<file path="src/hdl/pbdt_pkg.sv">
// Shared constants and types for the drop-tail packet buffer.
`timescale 1ns / 1ps
`default_nettype none
package pbdt_pkg;

  localparam int QUEUE_DEPTH = 64;
  localparam int IDX_W = (QUEUE_DEPTH > 1) ? $clog2(QUEUE_DEPTH) : 1;
  localparam int OCC_W = $clog2(QUEUE_DEPTH + 1);
  localparam int TIME_W = 32;
  localparam int DUR_W = 16;
  localparam int CFG_W = 7;
  localparam int CMP_W = (OCC_W > CFG_W) ? OCC_W : CFG_W;
  localparam logic [CFG_W-1:0] BUF_SIZE_RST = CFG_W'(64);

  typedef enum logic [1:0] {
    ST_IDLE   = 2'b01,
    ST_RETIRE = 2'b10
  } state_t;

  typedef struct packed {
    logic load;
    logic pop;
    logic decide;
  } ctrl_cmd_t;

  typedef struct packed {
    logic pop_ok;
  } dp_status_t;

endpackage
`default_nettype wire

</file>
<file path="src/hdl/pbdt_ctrl.sv">
// Controller state machine that sequences accept, retirement and decision.
`timescale 1ns / 1ps
`default_nettype none
module pbdt_ctrl (
  input  wire logic                 clk,
  input  wire logic                 rst_n,
  input  wire logic                 start,
  output logic                      busy,
  input  wire pbdt_pkg::dp_status_t status,
  output pbdt_pkg::ctrl_cmd_t       cmd,
  output logic                      out_valid
);

  pbdt_pkg::state_t state_r, state_nxt;
  logic out_valid_r, out_valid_nxt;

  always_comb begin
    state_nxt     = state_r;
    out_valid_nxt = 1'b0;
    cmd           = '0;
    case (state_r)
      pbdt_pkg::ST_IDLE: begin
        if (start) begin
          cmd.load  = 1'b1;
          state_nxt = pbdt_pkg::ST_RETIRE;
        end
      end
      pbdt_pkg::ST_RETIRE: begin
        if (status.pop_ok) begin
          cmd.pop = 1'b1;
        end else begin
          cmd.decide    = 1'b1;
          out_valid_nxt = 1'b1;
          state_nxt     = pbdt_pkg::ST_IDLE;
        end
      end
      default: begin
        state_nxt = pbdt_pkg::ST_IDLE;
      end
    endcase
  end

  always_ff @(posedge clk) begin
    if (!rst_n) begin
      state_r     <= pbdt_pkg::ST_IDLE;
      out_valid_r <= 1'b0;
    end else begin
      state_r     <= state_nxt;
      out_valid_r <= out_valid_nxt;
    end
  end

  assign busy      = (state_r != pbdt_pkg::ST_IDLE);
  assign out_valid = out_valid_r;

endmodule
`default_nettype wire

</file>
<file path="src/hdl/pbdt_dp.sv">
// Datapath with the finish-time ring, pointers, capacity register and result registers.
`timescale 1ns / 1ps
`default_nettype none
module pbdt_dp (
  input  wire logic                               clk,
  input  wire logic                               rst_n,
  input  wire pbdt_pkg::ctrl_cmd_t                cmd,
  output pbdt_pkg::dp_status_t                    status,
  input  wire logic [pbdt_pkg::TIME_W-1:0]        in_arrival_time,
  input  wire logic [pbdt_pkg::DUR_W-1:0]         in_duration,
  input  wire logic                               cfg_valid,
  input  wire logic [pbdt_pkg::CFG_W-1:0]         cfg_data,
  output logic                                    out_dropped,
  output logic [pbdt_pkg::TIME_W-1:0]             out_start_time
);

  logic [pbdt_pkg::TIME_W-1:0] ring [pbdt_pkg::QUEUE_DEPTH];
  logic [pbdt_pkg::TIME_W-1:0] rd_data_r;

  logic [pbdt_pkg::TIME_W-1:0] arrival_r;
  logic [pbdt_pkg::DUR_W-1:0]  duration_r;
  logic [pbdt_pkg::IDX_W-1:0]  head_r, head_nxt;
  logic [pbdt_pkg::IDX_W-1:0]  tail_r, tail_nxt;
  logic [pbdt_pkg::OCC_W-1:0]  occ_r, occ_nxt;
  logic [pbdt_pkg::TIME_W-1:0] last_finish_r, last_finish_nxt;
  logic [pbdt_pkg::CFG_W-1:0]  buf_size_r;
  logic                        dropped_r;
  logic [pbdt_pkg::TIME_W-1:0] start_time_r;

  logic [pbdt_pkg::CMP_W-1:0]  cap;
  logic                        full;
  logic [pbdt_pkg::TIME_W-1:0] start_val;
  logic [pbdt_pkg::TIME_W:0]   sum;
  logic [pbdt_pkg::TIME_W-1:0] finish_val;
  logic                        push;

  always_comb begin
    if (buf_size_r == '0) begin
      cap = pbdt_pkg::CMP_W'(1);
    end else if (pbdt_pkg::CMP_W'(buf_size_r) > pbdt_pkg::CMP_W'(pbdt_pkg::QUEUE_DEPTH)) begin
      cap = pbdt_pkg::CMP_W'(pbdt_pkg::QUEUE_DEPTH);
    end else begin
      cap = pbdt_pkg::CMP_W'(buf_size_r);
    end
  end

  assign full          = (pbdt_pkg::CMP_W'(occ_r) >= cap);
  assign status.pop_ok = (occ_r != '0) && (rd_data_r <= arrival_r);
  assign start_val     = (last_finish_r > arrival_r) ? last_finish_r : arrival_r;
  assign sum           = {1'b0, start_val} + (pbdt_pkg::TIME_W + 1)'(duration_r);
  assign finish_val    = sum[pbdt_pkg::TIME_W] ? '1 : sum[pbdt_pkg::TIME_W-1:0];
  assign push          = cmd.decide && !full;

  always_comb begin
    head_nxt        = head_r;
    tail_nxt        = tail_r;
    occ_nxt         = occ_r;
    last_finish_nxt = last_finish_r;
    if (cmd.pop) begin
      head_nxt = (head_r == pbdt_pkg::IDX_W'(pbdt_pkg::QUEUE_DEPTH - 1)) ? '0 :
                 head_r + pbdt_pkg::IDX_W'(1);
      occ_nxt  = occ_r - pbdt_pkg::OCC_W'(1);
    end
    if (push) begin
      tail_nxt = (tail_r == pbdt_pkg::IDX_W'(pbdt_pkg::QUEUE_DEPTH - 1)) ? '0 :
                 tail_r + pbdt_pkg::IDX_W'(1);
      occ_nxt         = occ_r + pbdt_pkg::OCC_W'(1);
      last_finish_nxt = finish_val;
    end
  end

  always_ff @(posedge clk) begin
    if (push) begin
      ring[tail_r] <= finish_val;
    end
    rd_data_r <= ring[head_nxt];
  end

  always_ff @(posedge clk) begin
    if (!rst_n) begin
      head_r        <= '0;
      tail_r        <= '0;
      occ_r         <= '0;
      last_finish_r <= '0;
      buf_size_r    <= pbdt_pkg::BUF_SIZE_RST;
    end else begin
      head_r        <= head_nxt;
      tail_r        <= tail_nxt;
      occ_r         <= occ_nxt;
      last_finish_r <= last_finish_nxt;
      if (cfg_valid) begin
        buf_size_r <= cfg_data;
      end
    end
  end

  always_ff @(posedge clk) begin
    if (cmd.load) begin
      arrival_r  <= in_arrival_time;
      duration_r <= in_duration;
    end
    if (cmd.decide) begin
      dropped_r    <= full;
      start_time_r <= full ? '0 : start_val;
    end
  end

  assign out_dropped    = dropped_r;
  assign out_start_time = start_time_r;

endmodule
`default_nettype wire

</file>
<file path="src/hdl/packet_buffer_drop_tail_sim.sv">
// Top level of the drop-tail packet buffer in front of a single server.
`timescale 1ns / 1ps
`default_nettype none
// A packet is taken when start is high and busy is low. The block then retires
// buffered packets whose finish time is at or before the arrival, one per cycle
// through the single read port of the finish-time ring. It decides in the first
// cycle that finds nothing more to retire. busy stays high through the retiring
// and the deciding, and each buffered packet retires only once. The result
// appears on the out_ ports for exactly one cycle, marked by out_valid, in the
// first cycle that busy is low again. The receiver cannot stall it and must
// capture it then. The next item can be taken in that same cycle. The user must
// write the capacity through cfg_data only while the block is idle; the block
// does not enforce this itself and accepts every write.
module packet_buffer_drop_tail_sim (
  input  wire logic                         clk,
  input  wire logic                         rst_n,
  input  wire logic                         start,
  output logic                              busy,
  input  wire logic [pbdt_pkg::TIME_W-1:0]  in_arrival_time,
  input  wire logic [pbdt_pkg::DUR_W-1:0]   in_duration,
  input  wire logic                         cfg_valid,
  output logic                              cfg_ready,
  input  wire logic [pbdt_pkg::CFG_W-1:0]   cfg_data,
  output logic                              out_valid,
  output logic                              out_dropped,
  output logic [pbdt_pkg::TIME_W-1:0]       out_start_time
);

  pbdt_pkg::ctrl_cmd_t  cmd;
  pbdt_pkg::dp_status_t status;

  assign cfg_ready = 1'b1;

  pbdt_ctrl u_ctrl (
    .clk       (clk),
    .rst_n     (rst_n),
    .start     (start),
    .busy      (busy),
    .status    (status),
    .cmd       (cmd),
    .out_valid (out_valid)
  );

  pbdt_dp u_dp (
    .clk             (clk),
    .rst_n           (rst_n),
    .cmd             (cmd),
    .status          (status),
    .in_arrival_time (in_arrival_time),
    .in_duration     (in_duration),
    .cfg_valid       (cfg_valid),
    .cfg_data        (cfg_data),
    .out_dropped     (out_dropped),
    .out_start_time  (out_start_time)
  );

endmodule
`default_nettype wire

</file>
<file path="config.mk">
export PLATFORM = sky130hd
export DESIGN_NAME = packet_buffer_drop_tail_sim
export DESIGN_NICKNAME = d
export VERILOG_FILES = /design/src/hdl/pbdt_pkg.sv /design/src/hdl/pbdt_ctrl.sv /design/src/hdl/pbdt_dp.sv /design/src/hdl/packet_buffer_drop_tail_sim.sv
export SDC_FILE = /design/constraint.sdc
export NUM_CORES = 2
export LEC_CHECK = 0
export BUFFER_PORTS_ARGS = -buffer_cell sky130_fd_sc_hd__clkbuf_2
export CELL_PAD_IN_SITES_DETAIL_PLACEMENT = 1
export CELL_PAD_IN_SITES_GLOBAL_PLACEMENT = 1
export CORE_MARGIN = 2
export CORE_UTILIZATION = 50
export DETAILED_ROUTE_END_ITERATION = 10
export PLACE_DENSITY = 0.73
export SLEW_MARGIN = 15
export SYNTH_ARGS = -nofsm -noshare
export SYNTH_HDL_FRONTEND = slang
export SYNTH_HIERARCHICAL = 1
export SYNTH_SLANG_ARGS = --single-unit
</file>
<file path="constraint.sdc">
create_clock -name clk -period 9.4 [get_ports clk]
set_input_delay 0.94 -clock clk [delete_from_list [all_inputs] [get_ports clk]]
set_output_delay 0.94 -clock clk [all_outputs]
set_load 0.01 [all_outputs]
</file>
==> metrics.md <==
| Metric | Value |
|---|---|
| Status | finished clean |
| Max_cap viols | 0 |
| H-tree depth | 4 |
| Largest net degree at the start of global routing | 159 |
| Fin crit share | 80.9% |
| Clk slew on worst S/H paths | 60 ps |
| Die ar. | 185,000 um^2 |
| DIE HEIGHT | 430 um |
| Layout Nets | 7,126 |
| Drt drc | 0 |
| Worst-skew pair later-pin latency | 880 ps |
| Vias in the first global route | 62,800 |
| Reg2Reg Launch Point | u_dp/arrival_r[29]$_DFFE_PP_ |
| Post-synth top area cell | edfxtp_1 |
| Synth warnings | 6 |
| TNS Setup | 0 ps |
| CP max-delay cell | a211oi_1 |
| Most frequent cell after synthesis | nand2_1 |
| Number of buffers created by CTS | 226 |
| Final Core Density | 56.4% |
| Final worst path period need | 7610 ps |
| Post-CTS sizing | 0 |
| Routed vias | 61,500 |
| Initial Util | 50.3% |
| Worst Path Required | 10,010 ps |
| Setup violations, final | 0 |
| FFs w/ async S/R, synth | 0% |
| Sequential share of the synthesized area | 72.4% |
| Total GRT Usage | 31.8% |
| CP endpoint kind | register |
| Hold Violations, Final | 0 |
| Worst R2R End | u_dp/rd_data_r[31]$_DFF_P_ |
| PwrDens | 208 nW/um^2 |
| Filler instances | 17,400 |
| Num rows | 156 |
| Wirelength, routed | 299 mm |
| Grt total ovfl | 0 |
| Worst Path Arrival | 8220 ps |
| Max VDD drop | 0.181 mV |
| Core box area | 181,000 um^2 |
| CTS Hold Bufs | 0 |
| Post-synth top cells | nand2_1 (2,136), edfxtp_1 (2,129), and3_1 (360) |
| Initial antenna violation count | 12 |
| Max Root-Sink Buffers | 3 |
| Cells after Synth | 6,947 |
| Synthesis-to-layout area growth | 12.2% |
| Detail Placement HPWL | 165 mm |
| RSZ-0062 raised after global routing | false |
| Placed Area | 94,500 um^2 |
| Clock sinks | 2,222 |
| Critical path type | register to register |
| Hold path endpoint | u_dp/duration_r[7]$_DFFE_PP_ |
| Worst Max-Slew Pin Slew | 1300 ps |
| Slowest Stage Delay on Critical Path | 900 ps |
| Synth top area cells | edfxtp_1 (70%), nand2_1 (8.8%), a311oi_1 (2.8%) |
| Crit path buf inv count | 2 |
| CP Max Fanout | 25 |
| Yosys top cell area share | 70.3% |
| Hold Crit Depth | 1 |
| Number of port buffers | 93 |
| Layout cells sized above 1 | 10.9% |
| I/O pins | 95 |
| Die X | 430 um |
| Post-synth top flop | edfxtp_1 |
| Routed len/inst | 31.3 um |
| Crit path cell chain | inv_1 > ha_1 > nand4_1 > or2_2 > nor4_1 > nand4_1 > or4_1 > nand2_1 > and3b_1 > and3_1 > nand2_1 > xor2_4 > buf_4 > mux4_2 > a211oi_1 > a21oi_1 |
| TritonRoute pass-1 iters | 6 |
| Synthesized flop and latch total | 2,222 |
| Hold path startpoint | in_duration[7] |
| Syn nets | 7,102 |
| Netlist cell types | 71 |
| Relative slew slack | 12.9% |
| CP top delay family | simple AND/OR/NAND/NOR gates |
| Final clock skew | 32.9 ps |
| Clk root buf | clkbuf_16 |
| Avg Cell Area, Syn | 13.1 um^2 |
| P_leak | 0.0361 uW |
| Mapped Area | 90,900 um^2 |
| DR vias/cell | 6.45 |
| Final GP Congestion | 0.863 |
| TritonCTS clock tree | built |
| Pins Over Slew Limit | 0 |
| Post-CTS Setup Repair Bufs | 0 |
| Fmax achieved | 131 MHz |
| Global-route wire length before repair | 431 mm |
| Critical path startpoint category | register |
| Register-to-register setup slack | 1790 ps |
| EDFF count, synth | 2,129 |
| Design Area, Final | 102,000 um^2 |
| Starting DRT DRC Count | 7,254 |
| Routed Antenna Nets | 0 |
| Worst Reg2Reg Path Length in Cells | 16 |
| Hold crit path type | primary input to register |
==> where the power goes <==
| group | internal, uW | total [uW] | switching, uW |
|---|---|---|---|
| Clock | 5120 | 8970 | 3840 |
| Sequential | 11300 | 11300 | 29.2 |
| Combinational | 148 | 926 | 778 |
| Total | 16500 | 21200 | 4650 |
==> final cells by class <==
cell class | instances | area [um^2] | area share, %
inverter | 52 | 195 | 0.191
timing repair buffer | 260 | 2070 | 2.03
tap | 2370 | 2970 | 2.91
clock inverter | 137 | 1230 | 1.20
clock buffer | 287 | 6110 | 5.99
multi-input combinational | 4209 | 23600 | 23.2
sequential | 2222 | 65800 | 64.5
antenna | 6 | 15.0 | 0.0147
==> registers in the layout, indices dropped and copies added, names as in the netlist <==
signal,count
u_dp/ring,2048
u_dp/last_finish_r,32
u_dp/duration_r,16
u_dp/occ_r,7
u_dp/head_r,6
u_ctrl/out_valid,1
u_dp/rd_data_r,32
u_dp/out_start_time,32
u_dp/tail_r,6
u_dp/buf_size_r,7
u_dp/arrival_r,32
u_dp/out_dropped,1
u_ctrl/state_r,2
==> placed cells by master (no fill, tap or decap), drive strengths merged, types with 9 or more instances in the layout <==
master  synthesis  final
nand2        2136   2136
edfxtp       2129   2129
clkbuf        198    380
and3          360    360
nand3         351    351
a311oi        286    286
a31oi         250    250
buf           266    167
nor2          109    109
a21oi         108    108
clkinv          1    104
ha             94     94
dfxtp          93     93
nor3           64     64
o21ai          63     63
inv            51     57
mux4           54     54
mux2i          35     35
a211oi         35     35
xnor2          31     31
and2           29     29
nand4          25     25
bufinv          0     20
xor2           18     18
mux2           17     17
a21o           16     16
nor2b          13     13
nor4           11     11
or3             9      9
==> stage by stage <==
stage,power [uW],setup WS [ps],hold WS (ps),cells
6_report,21200,1790,260,9543
5_1_grt,21700,1470,238,9538
4_1_cts,21300,1930,213,9537
3_5_place_dp,12400,1970,523,9113
3_3_place_gp,12400,2050,501,9113
2_1_floorplan,12000,2910,483,6947
==> logic make-up after synthesis <==
family	after synthesis	share of synthesized area, %
AND/OR/NAND/NOR	3135	14.9
flip-flops	2222	72.4
AO/OA/AOI/OAI	822	6.45
buffers and inverters	516	2.52
multiplexers	106	1.95
adder cells (fa/ha/maj)	96	1.34
XOR/XNOR	49	0.489
other	1	0.00412
==> per-layer routing <==
layer | vias up | part of all wire [%] | GRT usage, %
met3 | 677 | 8.0 | 5.24
met1 | 32100 | 39 | 42.0
li1 | 25800 | - | -
met4 | 10 | 4.4 | 13.6
met2 | 2905 | 48 | 52.5
met5 | - | 0.020 | 0
==> worst max path at each step <==
| stage | startpoint | to | slack (ps) | cells past startpoint |
|---|---|---|---|---|
| 2_1_floorplan | u_dp/arrival_r[29]$_DFFE_PP_ | u_dp/ring[57][0]$_DFFE_PP_ | 2910 | 14 |
| 3_3_place_gp | u_dp/arrival_r[29]$_DFFE_PP_ | u_dp/rd_data_r[31]$_DFF_P_ | 2050 | 16 |
| 3_5_place_dp | u_dp/arrival_r[29]$_DFFE_PP_ | u_dp/ring[11][29]$_DFFE_PP_ | 1970 | 16 |
| 4_1_cts | u_dp/arrival_r[29]$_DFFE_PP_ | u_dp/rd_data_r[31]$_DFF_P_ | 1930 | 16 |
| 5_1_grt | u_dp/arrival_r[29]$_DFFE_PP_ | u_dp/rd_data_r[30]$_DFF_P_ | 1470 | 16 |
| 6_report | u_dp/arrival_r[29]$_DFFE_PP_ | u_dp/rd_data_r[31]$_DFF_P_ | 1790 | 16 |
Power figures use the tool's default switching activity.
